$ cat src/sv/maze_route_distance_table_assert.svh
// Assertion macros shared by the distance table modules.
// Bodies use the clk and rst names of the module that expands them.
`ifndef MAZE_ROUTE_DISTANCE_TABLE_ASSERT_SVH
`define MAZE_ROUTE_DISTANCE_TABLE_ASSERT_SVH

// cons must hold in the same cycle as ante
`define MRDT_ASSERT_HOLDS(name, ante, cons, msg) \
  name: assert property (@(posedge clk) disable iff (rst) (ante) |-> (cons)) \
    else $error(msg);

// cons must hold in the cycle after ante
`define MRDT_ASSERT_AFTER(name, ante, cons, msg) \
  name: assert property (@(posedge clk) disable iff (rst) (ante) |=> (cons)) \
    else $error(msg);

`endif

$ cat src/sv/mrdt_pkg.sv
// Types and constants of the maze distance table: request and result
// payloads, control word between sequencer and datapath, codes. No dependencies.
package mrdt_pkg;

  localparam int CELL_W     = 8;
  localparam int DIST_W     = 32;
  localparam int WEIGHT_W   = 8;
  localparam int CELL_SLOTS = 256;
  localparam int GOAL_SLOTS = 4;

  localparam logic [DIST_W-1:0] DIST_UNREACHED = '1;

  typedef enum logic [1:0] {
    MODE_CLEAR = 2'd0,
    MODE_MOVE  = 2'd1,
    MODE_BEST  = 2'd2,
    MODE_PRED  = 2'd3
  } mode_t;

  typedef enum logic [2:0] {
    REG_GOAL0       = 3'd0,
    REG_GOAL1       = 3'd1,
    REG_GOAL2       = 3'd2,
    REG_GOAL3       = 3'd3,
    REG_GOAL_COUNT  = 3'd4,
    REG_TURN_WEIGHT = 3'd5,
    REG_START_CELL  = 3'd6
  } reg_idx_t;

  typedef struct packed {
    logic [1:0]        mode;
    logic [CELL_W-1:0] from_cell;
    logic [1:0]        from_heading;
    logic [CELL_W-1:0] to_cell;
    logic [1:0]        to_heading;
  } item_in_t;

  typedef struct packed {
    logic [CELL_W-1:0] cell_res;
    logic [DIST_W-1:0] distance;
    logic              found;
    logic              at_start;
  } item_out_t;

  // one table entry: predecessor flag and cell, distance
  typedef struct packed {
    logic              pvalid;
    logic [CELL_W-1:0] pcell;
    logic [DIST_W-1:0] dval;
  } entry_t;

  typedef enum logic [1:0] {
    ADDR_FROM,
    ADDR_TO,
    ADDR_GOAL,
    ADDR_PRED
  } addr_sel_t;

  typedef enum logic [3:0] {
    OP_NONE,
    OP_SEED,
    OP_LATCH_SRC,
    OP_CAND,
    OP_RELAX,
    OP_GOAL_CMP,
    OP_LATCH_PRED,
    OP_RES_TO,
    OP_RES_BEST,
    OP_RES_PRED
  } op_t;

  typedef struct packed {
    op_t       op;
    addr_sel_t asel;
    logic      rd;
    logic      emit;
    logic      fire;
  } ctrl_t;

  typedef struct packed {
    logic goals_done;
    logic out_busy;
  } stat_t;

endpackage

$ cat src/sv/mrdt_seq.sv
// Microcode sequencer: step counter, control ROM, mode dispatch and jumps.
// Uses mrdt_pkg and the assertion macro header.
`include "maze_route_distance_table_assert.svh"

module mrdt_seq (
  input  logic           clk,
  input  logic           rst,
  input  logic           req_valid,
  input  logic [1:0]     mode,
  output logic           req_ready,
  input  mrdt_pkg::stat_t stat,
  output mrdt_pkg::ctrl_t ctrl
);
  import mrdt_pkg::*;

  typedef logic [3:0] step_t;

  typedef enum logic [1:0] {
    SEQ_NEXT,
    SEQ_JUMP,
    SEQ_JUMP_GDONE,
    SEQ_END
  } seq_op_t;

  typedef struct packed {
    seq_op_t   seq;
    step_t     target;
    addr_sel_t asel;
    logic      rd;
    op_t       op;
    logic      emit;
  } ucode_t;

  localparam step_t S_IDLE     = 4'd0;
  localparam step_t S_CLR      = 4'd1;
  localparam step_t S_CLR_RD   = 4'd2;
  localparam step_t S_CLR_RES  = 4'd3;
  localparam step_t S_MV       = 4'd4;
  localparam step_t S_MV_TO    = 4'd5;
  localparam step_t S_MV_CAND  = 4'd6;
  localparam step_t S_MV_RES   = 4'd7;
  localparam step_t S_BG       = 4'd8;
  localparam step_t S_BG_CMP   = 4'd9;
  localparam step_t S_BG_RES   = 4'd10;
  localparam step_t S_PQ       = 4'd11;
  localparam step_t S_PQ_PRED  = 4'd12;
  localparam step_t S_PQ_RES   = 4'd13;

  function automatic ucode_t ucode(input step_t s);
    ucode_t u;
    u = '{seq: SEQ_NEXT, target: S_IDLE, asel: ADDR_TO, rd: 1'b0,
          op: OP_NONE, emit: 1'b0};
    case (s)
      S_CLR:     u.op = OP_SEED;
      S_CLR_RD:  u.rd = 1'b1;
      S_CLR_RES: begin
        u.op = OP_RES_TO; u.emit = 1'b1; u.seq = SEQ_END;
      end
      S_MV: begin
        u.asel = ADDR_FROM; u.rd = 1'b1;
      end
      S_MV_TO: begin
        u.op = OP_LATCH_SRC; u.rd = 1'b1;
      end
      S_MV_CAND: u.op = OP_CAND;
      S_MV_RES: begin
        u.op = OP_RELAX; u.emit = 1'b1; u.seq = SEQ_END;
      end
      S_BG: begin
        u.asel = ADDR_GOAL; u.rd = 1'b1;
        u.seq = SEQ_JUMP_GDONE; u.target = S_BG_RES;
      end
      S_BG_CMP: begin
        u.op = OP_GOAL_CMP; u.seq = SEQ_JUMP; u.target = S_BG;
      end
      S_BG_RES: begin
        u.op = OP_RES_BEST; u.emit = 1'b1; u.seq = SEQ_END;
      end
      S_PQ:      u.rd = 1'b1;
      S_PQ_PRED: begin
        u.op = OP_LATCH_PRED; u.asel = ADDR_PRED; u.rd = 1'b1;
      end
      S_PQ_RES: begin
        u.op = OP_RES_PRED; u.emit = 1'b1; u.seq = SEQ_END;
      end
      default:   u.seq = SEQ_END;
    endcase
    return u;
  endfunction

  function automatic step_t entry_step(input logic [1:0] m);
    step_t s;
    case (m)
      MODE_CLEAR: s = S_CLR;
      MODE_MOVE:  s = S_MV;
      MODE_BEST:  s = S_BG;
      MODE_PRED:  s = S_PQ;
      default:    s = S_IDLE;
    endcase
    return s;
  endfunction

  step_t  step;
  step_t  step_next;
  ucode_t uw;
  logic   accept;
  logic   stall;

  assign uw        = ucode(step);
  assign req_ready = (step == S_IDLE);
  assign accept    = req_valid && req_ready;
  // a result step waits while the output register is still full
  assign stall     = uw.emit && stat.out_busy;

  assign ctrl.op   = uw.op;
  assign ctrl.asel = uw.asel;
  assign ctrl.rd   = uw.rd;
  assign ctrl.emit = uw.emit;
  assign ctrl.fire = (step != S_IDLE) && !stall;

  always_comb begin
    step_next = step;
    if (step == S_IDLE) begin
      if (accept) begin
        step_next = entry_step(mode);
      end
    end else if (!stall) begin
      case (uw.seq)
        SEQ_NEXT:       step_next = step + 4'd1;
        SEQ_JUMP:       step_next = uw.target;
        SEQ_JUMP_GDONE: step_next = stat.goals_done ? uw.target : step + 4'd1;
        SEQ_END:        step_next = S_IDLE;
        default:        step_next = S_IDLE;
      endcase
    end
  end

  always_ff @(posedge clk) begin
    if (rst) begin
      step <= S_IDLE;
    end else begin
      step <= step_next;
    end
  end

  `MRDT_ASSERT_HOLDS(a_idle_quiet, step == S_IDLE, !ctrl.fire, "datapath fired while idle")
  `MRDT_ASSERT_AFTER(a_stall_holds, stall, step == $past(step), "step moved during stall")
  `MRDT_ASSERT_AFTER(a_dispatch, accept, step == S_CLR || step == S_MV || step == S_BG || step == S_PQ, "bad dispatch")

endmodule

$ cat config.mk
export PLATFORM = sky130hd
export DESIGN_NAME = mrdt_seq
export DESIGN_NICKNAME = d
export VERILOG_FILES = /design/src/sv/mrdt_pkg.sv /design/src/sv/mrdt_seq.sv
export VERILOG_INCLUDE_DIRS = /design/src /design/src/sv
export SDC_FILE = /design/constraint.sdc
export NUM_CORES = 1
export LEC_CHECK = 0
export ABC_AREA = 1
export BUFFER_PORTS_ARGS = -buffer_cell sky130_fd_sc_hd__buf_2
export CORE_UTILIZATION = 45
export CTS_CLUSTER_DIAMETER = 120
export DETAILED_ROUTE_END_ITERATION = 10
export PLACE_DENSITY = 0.75
export SYNTH_ARGS = -nofsm -noshare
export SYNTH_HDL_FRONTEND = slang
export SYNTH_SLANG_ARGS = --single-unit
$ cat constraint.sdc
create_clock -name clk -period 1.3 [get_ports clk]
set_input_delay 0.13 -clock clk [delete_from_list [all_inputs] [get_ports clk]]
set_output_delay 0.13 -clock clk [all_outputs]
set_load 0.005 [all_outputs]
==> run_results.csv <==
group,metric,value,unit
run_status,outcome,"finished, violations left",
run_status,violations,"negative setup slack",
clock_network,cts_tree,"built",
sta,skew,0.00294,ns
detailed_routing,drcViolationCount,0,
clock_network,cts_buffer_depth,2,
cells_and_area,fin_nets,167,
floorplan,die_x,39.7,um
setup_path,cp_cell_sequence,"inv_4 > ha_4 > nor2_2 > nor2_1 > nor2_1 > buf_4 > nand2_2 > buf_2",
floorplan,die-area,1580,um^2
cells_and_area,drive_gt1_frac,0.627,
setup_path,slowest_delay,0.38,ns
sta,finalCritPeriodShare,1.26,
floorplan,coreArea,1320,um^2
cells_and_area,fin_area,1140,um^2
cells_and_area,multi_input_area,628,um^2
global_route,grt-ovfl-total,0,
cells_and_area,top_register,"step",
place,place_area,890,um^2
detailed_routing,wl_per_cell,14.2,um
global_route,grt_pass1_vias,630,
setup_path,crit_family,"simple AND/OR/NAND/NOR gates",
clock_network,clk_pin_slew,0.04,ns
yosys,ys_ff_latch,4,
detailed_routing,firstDrtPassIters,5,
yosys,synth_warnings,0,
detailed_routing,drtIter0Drc,21,
yosys,syn_area_per_cell,6.04,um^2
setup_path,crit_arrival,1.51,ns
sta,period_minus_slack,1.64,ns
detailed_routing,wirelength,2350,um
detailed_routing,dr_wl_met2,1170,um
setup_path,path_common_cell,"nor2_1",
pwr,ir_drop,1.60,mV
cells_and_area,area_growth,77.3,%
setup_path,end_kind,"output port",
global_route,antenna_found_initial,0,
sta,setup_ws,-0.338,ns
cells_and_area,largest_register_ffs,4,
sta,slew_viol_final,0,
place,buffer_ports.inserted,16,
floorplan,fp-row-count,13,
yosys,ys_types,22,
setup_path,critPathSlowestCell,"dfxtp_4",
floorplan,dieHeight,39.7,um
floorplan,boundaryPins,17,
detailed_routing,postRouteAntennaNets,0,
sta,rsz0062_at_grt,"true",
sta,worstMarginPinSlew,0.267,ns
worst_hold_path,hold_path.class,"in2reg",
clock_network,hold_buffers,0,
cells_and_area,register_area,90.1,um^2
clock_network,cts_made_buffers,3,
clock_network,cts_root_buf,"clkbuf_4",
yosys,synth_cells,106,
cells_and_area,reg_top3,"step x4",
sta,clock.fmax,611,MHz
detailed_routing,top_layer,"met4",
cells_and_area,n_antenna_cell,0,
detailed_routing,dr_wl_met3,126,um
sta,setup_violations,14,
clock_network,clock_latency,0.25,ns
yosys,syn_area,641,um^2
yosys,synth-seq-area-share,0.125,
detailed_routing,wl_met1,961,um
clock_network,cts_sinks,4,
place,place_congestion,0.825,
pwr,p_per_area,2210,nW/um^2
sta,slew-limit-headroom,0.822,
detailed_routing,vias,904,
setup_path,critical_path_class,"reg2out",
setup_path,cp_num_buf_inv,3,
pwr,p_leak,0.578,nW
global_route,grt_pass1_wl,2730,um
global_route,grt_max_degree,8,
place,hpwl,1320,um
floorplan,start_util,0.486,
sta,finalHoldViolCount,0,
cells_and_area,num-fill-cells,77,
setup_path,worstPathRequired,1.17,ns
setup_path,start_kind,"register",
setup_path,cp_max_fo,5,
clock_network,cts_max_level,1,
global_route,grt_usage,0.261,
place,dp_slack,-0.0995,ns
yosys,synth_fp_nets,121,
run,cap_violations,0,
detailed_routing,via_per_inst,5.48,
==> layout make-up <==
type | instances | share of cell area
Tap cell | 15 | 0.0165
Multi-Input combinational cell | 82 | 0.553
Sequential cell | 4 | 0.0793
Inverter | 19 | 0.0738
Timing Repair Buffer | 42 | 0.258
Clock buffer | 3 | 0.0198
==> path summary, 6_finish.rpt <==
path | endpoint | cells after the start | slack (ns) | from
worst max register to register | step[0]$_SDFFE_PP0P_ | 11 | -0.25 | step[1]$_SDFFE_PP0P_
worst max-delay path | ctrl[2] | 8 | -0.34 | step[1]$_SDFFE_PP0P_
worst min-delay path | step[1]$_SDFFE_PP0P_ | 4 | 0.18 | rst
worst min register to register | step[3]$_SDFFE_PP0P_ | 3 | 0.66 | step[3]$_SDFFE_PP0P_
==> Yosys cell counts <==
cell type / number / area (um^2)
xnor2_1: 1 / 8.76
ha_1: 8 / 100
o21ai_0: 4 / 20.0
nor2_2: 2 / 12.5
inv_1: 15 / 56.3
o211ai_1: 1 / 7.51
o21ai_1: 2 / 10.0
inv_2: 4 / 15.0
nand3_2: 1 / 10.0
dfxtp_1: 4 / 80.1
nand2_4: 1 / 11.3
a21oi_2: 2 / 17.5
o21a_1: 1 / 7.51
nor2_1: 14 / 52.6
nand3_1: 11 / 55.1
a21oi_1: 6 / 30.0
nand2_1: 20 / 75.1
nor2_8: 1 / 20.0
or2_0: 1 / 6.26
buf_2: 1 / 5.00
xor2_1: 1 / 8.76
nand2_2: 5 / 31.3
==> per-stage QoR <==
| step | utilization | total power, mW | setup TNS (ns) | hold slack (ns) | cells |
|---|---|---|---|---|---|
| after floorplan | - | 1.16 | 0 | 0.303 | 106 |
| after global placement | 0.675 | 1.65 | -0.240 | 0.430 | 154 |
| after detailed placement | 0.675 | 1.67 | -0.404 | 0.421 | 154 |
| after CTS | 0.776 | 2.08 | -1.97 | 0.162 | 161 |
| after global routing | 0.862 | 2.70 | -3.29 | 0.204 | 165 |
| final | 0.862 | 2.51 | -2.57 | 0.178 | 165 |
==> cells in the final DEF (no fill, tap or decap), types with 2 or more instances in the layout <==
master and n:
o21ai_2 2, nand2_1 8, buf_6 4, buf_2 15
clkbuf_4 3, dfxtp_2 2, ha_4 3, o21ai_1 4
inv_1 13, a21oi_2 3, nand2_2 13, nor2_1 11
nand3_1 7, inv_4 3, buf_4 23, nand2_4 5
ha_1 4, dfxtp_4 2, inv_2 2, nor2_2 4
nand3_2 4, a21oi_1 5
==> metal layers <==
metal	vias up	track usage
li1	428	-
met3	12	0.0852
met4	0	0.0259
met2	45	0.451
met1	419	0.319
met5	-	0
==> repair_timing <==
item	4_1_cts	5_1_grt
setup endpoints to repair	14	14
endpoints found under the hold margin	0	0
setup buffers	4	4
resized for setup	22	28
pin swaps	8	7
==> worst min-delay path, delay by kind of cell <==
kind	cells	cell delay, ns
AO/OA/AOI/OAI	1	0.03
AND/OR/NAND/NOR	1	0.07
buffers and inverters	2	0.15
==> cell families (layout without fill, tap and decap cells) <==
group | Yosys count | in the layout | share of synthesized area
xor gates and xnor gates | 2 | 2 | 0.0273
DFF | 4 | 4 | 0.125
AOI/OAI and AO/OA | 16 | 16 | 0.145
adders and majority gates | 8 | 8 | 0.156
and+or+nand+nor | 56 | 56 | 0.428
buffers and inverters | 20 | 64 | 0.119
==> report_power, final <==
| part | total (mW) | switching (mW) | internal (mW) |
|---|---|---|---|
| combinational | 2.07 | 1.13 | 0.943 |
| sequential | 0.262 | 0.0798 | 0.182 |
| clock | 0.170 | 0.0661 | 0.104 |
(Power assumes the default switching activity.)
